**src/sv/tfl_pkg.sv**
```systemverilog
// ---------------------------------------------------------------------------
// tfl_pkg: shared types and constants for the tilt FIR LED bar PWM block
// Field widths, register indexes, reset values and the bar pattern helper.
// ---------------------------------------------------------------------------
package tfl_pkg;

  localparam int TAPS_DEF        = 4;
  localparam int SAMPLE_BITS_DEF = 16;

  localparam int GAIN_W    = 16;
  localparam int FRAC_BITS = 15;
  localparam int FILT_W    = 18;
  localparam int OFFS_W    = 10;
  localparam int PER_W     = 7;
  localparam int LVL_W     = 5;
  localparam int LED_W     = 8;
  localparam int SEL_W     = 3;
  localparam int ACC_W     = SEL_W + LVL_W + 1;

  localparam int FILT_MAX = 131071;
  localparam int FILT_MIN = -131072;

  // Configuration port
  localparam int CFG_IDX_W     = 3;
  localparam int CFG_DATA_W    = 16;
  localparam int NUM_GAIN_REGS = 4;

  localparam logic [CFG_IDX_W-1:0] CFG_TAP0   = 3'd0;
  localparam logic [CFG_IDX_W-1:0] CFG_OFFSET = 3'd4;
  localparam logic [CFG_IDX_W-1:0] CFG_PERIOD = 3'd5;

  localparam logic signed [GAIN_W-1:0] GAIN_RESET [NUM_GAIN_REGS] =
    '{-16'sd3945, 16'sd9434, 16'sd20870, 16'sd9434};
  localparam logic signed [OFFS_W-1:0] OFFSET_RESET = -10'sd32;
  localparam logic [PER_W-1:0]         PERIOD_RESET = 7'd16;

  // Opcodes of an input beat
  localparam logic OP_SAMPLE = 1'b0;
  localparam logic OP_TICK   = 1'b1;

  localparam logic [LED_W-1:0] BAR_SEED = 8'h08;

  typedef logic [LED_W-1:0] led_t;

  // Control handed to the bar / PWM stage
  typedef struct packed {
    logic fire;
    logic is_tick;
  } stage_ctl_t;

  // Seed rotated right within the bar by sel
  function automatic led_t bar_onehot(input logic [SEL_W-1:0] sel);
    logic [2*LED_W-1:0] dbl;
    dbl = {BAR_SEED, BAR_SEED} >> sel;
    return dbl[LED_W-1:0];
  endfunction

endpackage

```
**src/sv/tfl_tap_cell.sv**
```systemverilog
// ---------------------------------------------------------------------------
// tfl_tap_cell: one cell of the FIR delay line
// Holds one sample, passes it to the next cell on a shift and registers
// the product of the incoming sample and its gain.
// ---------------------------------------------------------------------------
module tfl_tap_cell
  import tfl_pkg::*;
#(
  parameter int SAMPLE_BITS = SAMPLE_BITS_DEF
) (
  input  logic                                 clk,
  input  logic                                 rst_n,
  input  logic                                 shift_en,
  input  logic signed [SAMPLE_BITS-1:0]        tap_in,
  input  logic signed [GAIN_W-1:0]             gain,
  output logic signed [SAMPLE_BITS-1:0]        tap_out,
  output logic signed [SAMPLE_BITS+GAIN_W-1:0] prod_out
);

  logic signed [SAMPLE_BITS-1:0]        tap_r;
  logic signed [SAMPLE_BITS+GAIN_W-1:0] prod_r;

  always_ff @(posedge clk) begin
    if (!rst_n) begin
      tap_r <= '0;
    end else if (shift_en) begin
      tap_r <= tap_in;
    end
  end

  // product follows the sample just shifted in
  always_ff @(posedge clk) begin
    if (shift_en) begin
      prod_r <= tap_in * gain;
    end
  end

  assign tap_out  = tap_r;
  assign prod_out = prod_r;

endmodule

```
**src/sv/tfl_bar_pwm.sv**
```systemverilog
// ---------------------------------------------------------------------------
// tfl_bar_pwm: bar conversion and PWM dimming stage
// Holds the filtered value, bar pattern, level, PWM counter and LED drive.
// ---------------------------------------------------------------------------
module tfl_bar_pwm
  import tfl_pkg::*;
(
  input  logic                     clk,
  input  logic                     rst_n,
  input  stage_ctl_t               ctl,
  input  logic signed [FILT_W-1:0] filt_in,
  input  logic signed [OFFS_W-1:0] zero_offset,
  input  logic [PER_W-1:0]         wrap_at,
  output led_t                     led_drive,
  output logic [LVL_W-1:0]         bright_level,
  output logic signed [FILT_W-1:0] filtered_value
);

  logic signed [FILT_W-1:0] filt_r;
  led_t                     bar_r;
  led_t                     led_r;
  logic [LVL_W-1:0]         level_r;
  logic [PER_W-1:0]         cnt_r;

  // only the low bits of filtered + offset reach the bar
  logic [ACC_W-1:0] acc_c;
  assign acc_c = filt_in[ACC_W-1:0] + zero_offset[ACC_W-1:0];

  always_ff @(posedge clk) begin
    if (!rst_n) begin
      filt_r  <= '0;
      bar_r   <= '0;
      led_r   <= '0;
      level_r <= '0;
      cnt_r   <= '0;
    end else if (ctl.fire) begin
      if (ctl.is_tick) begin
        // dim: shifted pattern while the counter is below the level
        if (cnt_r < {{(PER_W-LVL_W){1'b0}}, level_r}) begin
          led_r <= bar_r >> 1;
        end else begin
          led_r <= bar_r;
        end
        if (cnt_r > wrap_at) begin
          cnt_r <= '0;
        end else begin
          cnt_r <= cnt_r + 1'b1;
        end
      end else begin
        filt_r  <= filt_in;
        bar_r   <= bar_onehot(acc_c[ACC_W-1:LVL_W+1]);
        level_r <= acc_c[LVL_W:1];
      end
    end
  end

  assign led_drive      = led_r;
  assign bright_level   = level_r;
  assign filtered_value = filt_r;

endmodule

```
**src/sv/tilt_fir_led_bar_pwm.sv**
```systemverilog
// ---------------------------------------------------------------------------
// tilt_fir_led_bar_pwm: tilt FIR filter driving a dimmed one-hot LED bar
// A row of tap cells filters tilt samples; the last stage turns the result
// into a bar pattern and level, and timer ticks run the PWM dimming.
//
//   channel | ports                                       | direction
//   --------+---------------------------------------------+----------
//   in      | in_valid in_ready in_opcode in_tilt_sample  | into block
//   out     | out_valid out_ready out_led_drive           | out of block
//           | out_bright_level out_filtered_value         |
//   cfg     | cfg_we cfg_index cfg_wdata                  | into block
//
// One beat per cycle in each direction while the output is not stalled;
// every beat taken gives one result beat: tap cells multiply, then sum,
// then scale and saturate, then the bar / PWM stage updates its state.
// The whole pipe advances whenever the output register is empty or taken,
// so a stalled output holds every stage and in_ready drops with it.
// Reset is synchronous and returns taps, state and gains to their defaults.
// ---------------------------------------------------------------------------
module tilt_fir_led_bar_pwm
  import tfl_pkg::*;
#(
  parameter int TAPS        = TAPS_DEF,
  parameter int SAMPLE_BITS = SAMPLE_BITS_DEF
) (
  input  logic                         clk,
  input  logic                         rst_n,
  input  logic                         in_valid,
  output logic                         in_ready,
  input  logic                         in_opcode,
  input  logic signed [SAMPLE_BITS-1:0] in_tilt_sample,
  output logic                         out_valid,
  input  logic                         out_ready,
  output logic [LED_W-1:0]             out_led_drive,
  output logic [LVL_W-1:0]             out_bright_level,
  output logic signed [FILT_W-1:0]     out_filtered_value,
  input  logic                         cfg_we,
  input  logic [CFG_IDX_W-1:0]         cfg_index,
  input  logic [CFG_DATA_W-1:0]        cfg_wdata
);

  localparam int GN  = (TAPS < NUM_GAIN_REGS) ? TAPS : NUM_GAIN_REGS;
  localparam int PW  = SAMPLE_BITS + GAIN_W;
  localparam int SW  = PW + $clog2(TAPS);
  localparam int SWX = (SW > FRAC_BITS + FILT_W + 1) ? SW : FRAC_BITS + FILT_W + 1;

  localparam logic signed [SWX-1:0] QMAX = SWX'(FILT_MAX);
  localparam logic signed [SWX-1:0] QMIN = SWX'(FILT_MIN);
  localparam logic signed [SWX-1:0] RND  = SWX'((1 << FRAC_BITS) - 1);

  // Configuration registers
  logic signed [GAIN_W-1:0] gain_r [GN];
  logic signed [OFFS_W-1:0] offset_r;
  logic [PER_W-1:0]         period_r;

  always_ff @(posedge clk) begin
    if (!rst_n) begin
      for (int g = 0; g < GN; g++) begin
        gain_r[g] <= GAIN_RESET[g];
      end
      offset_r <= OFFSET_RESET;
      period_r <= PERIOD_RESET;
    end else if (cfg_we) begin
      for (int g = 0; g < GN; g++) begin
        if (cfg_index == CFG_TAP0 + CFG_IDX_W'(g)) begin
          gain_r[g] <= cfg_wdata[GAIN_W-1:0];
        end
      end
      if (cfg_index == CFG_OFFSET) begin
        offset_r <= cfg_wdata[OFFS_W-1:0];
      end
      if (cfg_index == CFG_PERIOD) begin
        period_r <= cfg_wdata[PER_W-1:0];
      end
    end
  end

  // Pipe control
  logic adv;
  logic in_fire;
  logic v1_r, v2_r, v3_r, out_valid_r;
  logic op1_r, op2_r, op3_r;

  assign adv      = !out_valid_r || out_ready;
  assign in_ready = adv;
  assign in_fire  = in_valid && adv;

  always_ff @(posedge clk) begin
    if (!rst_n) begin
      v1_r        <= 1'b0;
      v2_r        <= 1'b0;
      v3_r        <= 1'b0;
      out_valid_r <= 1'b0;
    end else if (adv) begin
      v1_r        <= in_valid;
      v2_r        <= v1_r;
      v3_r        <= v2_r;
      out_valid_r <= v3_r;
    end
  end

  always_ff @(posedge clk) begin
    if (adv) begin
      op1_r <= in_opcode;
      op2_r <= op1_r;
      op3_r <= op2_r;
    end
  end

  // Row of tap cells
  logic signed [SAMPLE_BITS-1:0] tap  [TAPS];
  logic signed [PW-1:0]          prod [TAPS];
  logic                          shift_en;

  assign shift_en = in_fire && (in_opcode == OP_SAMPLE);

  for (genvar i = 0; i < TAPS; i++) begin : g_cell
    logic signed [SAMPLE_BITS-1:0] cell_in;
    logic signed [GAIN_W-1:0]      cell_gain;

    if (i == 0) begin : g_head
      assign cell_in = in_tilt_sample;
    end else begin : g_link
      assign cell_in = tap[i-1];
    end

    // taps beyond the gain registers carry zero gain
    if (i < GN) begin : g_gain
      assign cell_gain = gain_r[i];
    end else begin : g_nogain
      assign cell_gain = '0;
    end

    tfl_tap_cell #(
      .SAMPLE_BITS (SAMPLE_BITS)
    ) u_cell (
      .clk      (clk),
      .rst_n    (rst_n),
      .shift_en (shift_en),
      .tap_in   (cell_in),
      .gain     (cell_gain),
      .tap_out  (tap[i]),
      .prod_out (prod[i])
    );
  end

  // Sum of products
  logic signed [SWX-1:0] sum_c;
  logic signed [SWX-1:0] sum_r;

  always_comb begin
    sum_c = '0;
    for (int t = 0; t < TAPS; t++) begin
      sum_c = sum_c + SWX'(prod[t]);
    end
  end

  always_ff @(posedge clk) begin
    if (adv) begin
      sum_r <= sum_c;
    end
  end

  // Scale toward zero and saturate
  logic signed [SWX-1:0]    bias_c;
  logic signed [SWX-1:0]    q_c;
  logic signed [FILT_W-1:0] f_c;
  logic signed [FILT_W-1:0] f_r;

  always_comb begin
    bias_c = sum_r[SWX-1] ? sum_r + RND : sum_r;
    q_c    = bias_c >>> FRAC_BITS;
    if (q_c > QMAX) begin
      f_c = QMAX[FILT_W-1:0];
    end else if (q_c < QMIN) begin
      f_c = QMIN[FILT_W-1:0];
    end else begin
      f_c = q_c[FILT_W-1:0];
    end
  end

  always_ff @(posedge clk) begin
    if (adv) begin
      f_r <= f_c;
    end
  end

  // Bar and PWM stage
  stage_ctl_t ctl;

  assign ctl.fire    = adv && v3_r;
  assign ctl.is_tick = (op3_r == OP_TICK);

  tfl_bar_pwm u_bar (
    .clk            (clk),
    .rst_n          (rst_n),
    .ctl            (ctl),
    .filt_in        (f_r),
    .zero_offset    (offset_r),
    .wrap_at        (period_r),
    .led_drive      (out_led_drive),
    .bright_level   (out_bright_level),
    .filtered_value (out_filtered_value)
  );

  assign out_valid = out_valid_r;

endmodule

```
**config.mk**
```make
export PLATFORM = sky130hd
export DESIGN_NAME = tilt_fir_led_bar_pwm
export DESIGN_NICKNAME = d
export VERILOG_FILES = /design/src/sv/tfl_pkg.sv /design/src/sv/tfl_tap_cell.sv /design/src/sv/tfl_bar_pwm.sv /design/src/sv/tilt_fir_led_bar_pwm.sv
export SDC_FILE = /design/constraint.sdc
export NUM_CORES = 2
export LEC_CHECK = 0
export BUFFER_PORTS_ARGS = -buffer_cell sky130_fd_sc_hd__buf_2
export CORE_UTILIZATION = 55
export DETAILED_ROUTE_END_ITERATION = 10
export GPL_ROUTABILITY_DRIVEN = 1
export HOLD_SLACK_MARGIN = 0.12
export PLACE_DENSITY_LB_ADDON = 0.05
export SKIP_CTS_REPAIR_TIMING = 1
export SLEW_MARGIN = 15
export SYNTH_ARGS = -nofsm -noshare
export SYNTH_HDL_FRONTEND = slang
export SYNTH_SLANG_ARGS = --single-unit
```
**constraint.sdc**
```tcl
create_clock -name clk -period 7.2 [get_ports clk]
set_input_delay 0.72 -clock clk [delete_from_list [all_inputs] [get_ports clk]]
set_output_delay 0.72 -clock clk [all_outputs]
set_load 0.02 [all_outputs]
```
==> results.py <==
metrics = {
    "floorplanning": {
        "io_pins": 74,
        "chipWidth_um": 318,
        "start_util": 0.557,
        "dieArea_mm2": 0.101,
        "core_area_mm2": 0.0986,
        "std_cell_rows": 115,
        "die_h_um": 318,
    },
    "yosys": {
        "synth_top_area_share": 0.407,
        "synthTopCellsByArea": "fa_1 41%, edfxtp_1 14%, ha_1 8.7%",
        "avgSynthCellArea_um2": 9.94,
        "synth_most_common_cell": "inv_1",
        "yosysTopAreaCell": "fa_1",
        "yosys_warnings": 0,
        "ys_top_cells_by_count": "1180 x inv_1, 1114 x fa_1, 723 x nand2_1",
        "syn_inst": 5520,
        "synth_ff_type": "edfxtp_1",
        "netlist_area_mm2": 0.0549,
        "ys_seq_area_frac": 0.177,
        "ys_seq_elements": 361,
        "syn_nets": 7055,
        "synth-edff-count": 247,
        "synth_cell_type_count": 66,
        "async_flop_share": 0,
    },
    "flow_run": {
        "cap_violations": 0,
    },
    "clock_network": {
        "cts_tree": "yes",
        "clkLatencyLatePin_ns": 0.62,
        "htree_levels": 2,
        "cts-root-buf": "clkbuf_16",
        "cts_buffer_depth": 3,
        "clk_pin_slew_worst_paths_ns": 0.06,
        "clock_sinks": 361,
        "cts_buffers": 44,
    },
    "sta": {
        "fin_crit_ns": 6.84,
        "rsz0062_at_grt": "false",
        "setup_ws_ns": 0.359,
        "worst_slew_pin_slew_ns": 0.893,
        "setup_tns_ns": 0,
        "clock_skew_ns": 0.0399,
        "relSlewSlack": 0.404,
        "final-max-slew-violation-count": 0,
        "fmax_mhz": 146,
        "hold_viol_final": 0,
        "post-route-period-util": 0.950,
        "finalSetupViolations": 0,
    },
    "setup_path": {
        "crit_chain": "nand2_1, inv_1, fa_1, fa_1, fa_1, fa_1, fa_1, inv_1, fa_1, inv_1, ha_1, a211o_1, a211o_1, o32ai_1, nor2_1, nand3_1, o21ai_1, a211o_1, a21oi_1, xnor2_1",
        "critPathTopFamily": "adder cells",
        "cp-end-kind": "flop",
        "critical_path_buf_inv_count": 3,
        "start_kind": "flop",
        "reg2reg_slack_ns": 0.36,
        "crit_top_cell": "fa_1",
        "critPathKind": "reg -> reg",
        "slowest_delay_ns": 0.77,
        "arrival_ns": 7.17,
        "required_ns": 7.52,
        "critPathSlowestCell": "edfxtp_1",
        "path_max_fanout": 16,
    },
    "finish": {
        "fill_cells": 8615,
        "regArea_mm2": 0.00970,
        "nets": 7118,
        "multi_input_area_mm2": 0.0401,
        "drive_above_1_share": 0.0537,
        "syn_to_final_growth_pct": 7.04,
    },
    "power": {
        "peakVddDrop_mv": 1.20,
        "pwr_density_cell_mw_per_mm2": 382,
        "leakage_nw": 28.7,
    },
    "hold_path": {
        "hp-class": "in -> reg",
    },
    "placement": {
        "gp_congestion": 0.927,
        "post-dp-hpwl_um": 117000,
        "pre_cts_ws_ns": 0.231,
        "port_buffers": 73,
    },
    "outcome": {
        "outcome": "completed",
    },
    "detailed_routing": {
        "num_vias": 37280,
        "first_pass_iters": 5,
        "drtIter0Drc": 2693,
        "drc_errors": 0,
        "via_per_inst": 5.39,
        "wl_um": 142000,
        "ant_nets": 0,
        "wire_per_inst_um": 20.5,
    },
    "grt": {
        "grt_pass1_wl_um": 229000,
        "gr-total-overflow": 0,
        "grt_pass1_vias": 39705,
        "antenna_found_initial": 6,
        "grt_start_max_net_pins": 96,
        "grt.total_usage": 0.295,
    },
}
-- path summary, 6_finish.rpt --
path	endpoint	startpoint	depth (start not counted)
max	g_cell[1].u_cell.prod_out[31]	gain_r[1][1]	20
min	op1_r	in_opcode	1
max reg2reg	g_cell[1].u_cell.prod_out[31]	gain_r[1][1]	20
min reg2reg	op3_r	op2_r	0
-- placed cells by master, fill, tap and decap left out, drive strengths merged, types with 29 or more instances in the layout --
| cell type | instances |
|---|---|
| inv | 1185 |
| fa | 1114 |
| nand2 | 723 |
| and2 | 537 |
| ha | 380 |
| edfxtp | 247 |
| buf | 191 |
| xnor2 | 143 |
| a21oi | 126 |
| nor2 | 118 |
| dfxtp | 114 |
| o21ai | 92 |
| a21boi | 91 |
| xor2 | 57 |
| a21o | 54 |
| clkbuf | 53 |
| nand3 | 48 |
| nand2b | 33 |
| or3 | 29 |
-- flip-flops by register name, summed over array words and instances (netlist names), 5 cells and up --
signal and flops:
u_bar.bright_level 5, gain_r 64, period_r 7, u_bar.cnt_r 7, u_bar.led_drive 8, g_cell.u_cell.tap_out 48
offset_r 9, sum_r 34, f_r 18, g_cell.u_cell.prod_out 128, u_bar.bar_r 8, u_bar.filtered_value 18
-- routing by layer --
layer / wire, um / vias to the layer above / GRT usage
met3: 9200 / 158 / 0.0398
met1: 61800 / 19161 / 0.417
li1: - / 16918 / -
met4: 3190 / 2 / 0.0636
met5: 13 / - / 0
met2: 67600 / 1041 / 0.486
-- layout make-up --
| class | instances | share of cell area |
|---|---|---|
| inverter | 1181 | 0.0756 |
| sequential | 361 | 0.165 |
| timing repair buffer | 191 | 0.0218 |
| clock buffer | 53 | 0.0208 |
| multi-input combinational | 3804 | 0.683 |
| tap | 1287 | 0.0274 |
| clock inverter | 29 | 0.00631 |
| antenna | 8 | 0.000341 |
-- cells by family after synthesis --
kind of cell | Yosys count | share of synthesized area
AND/OR/NAND/NOR | 1599 | 0.143
buffers and inverters | 1355 | 0.0927
AO/OA/AOI/OAI | 504 | 0.0610
flip-flops | 361 | 0.177
multiplexers | 7 | 0.00128
XOR/XNOR | 200 | 0.0319
adder cells (fa/ha/maj) | 1494 | 0.493
-- power breakdown --
group	total (mW)	internal, mW	switching [mW]	leakage [nW]
registers	3.93	3.49	0.446	3.34
clock network	2.42	1.42	1.01	0.777
logic	16.1	6.58	9.51	24.6
total	22.5	11.5	11.0	28.7
-- through the flow --
step           area [um^2]  power, mW  cells   util  hold WS [ns]
2_1_floorplan        54900       15.4   5520      -         0.400
3_3_place_gp         57100       19.7   6824  0.579         0.403
3_5_place_dp         57100       19.8   6824  0.579         0.406
4_1_cts              58700       22.4   6906  0.596         0.251
5_1_grt              58700       24.5   6906  0.596         0.275
6_report             58700       22.5   6914  0.596         0.290
No activity file was read; power rests on OpenSTA's default activity.
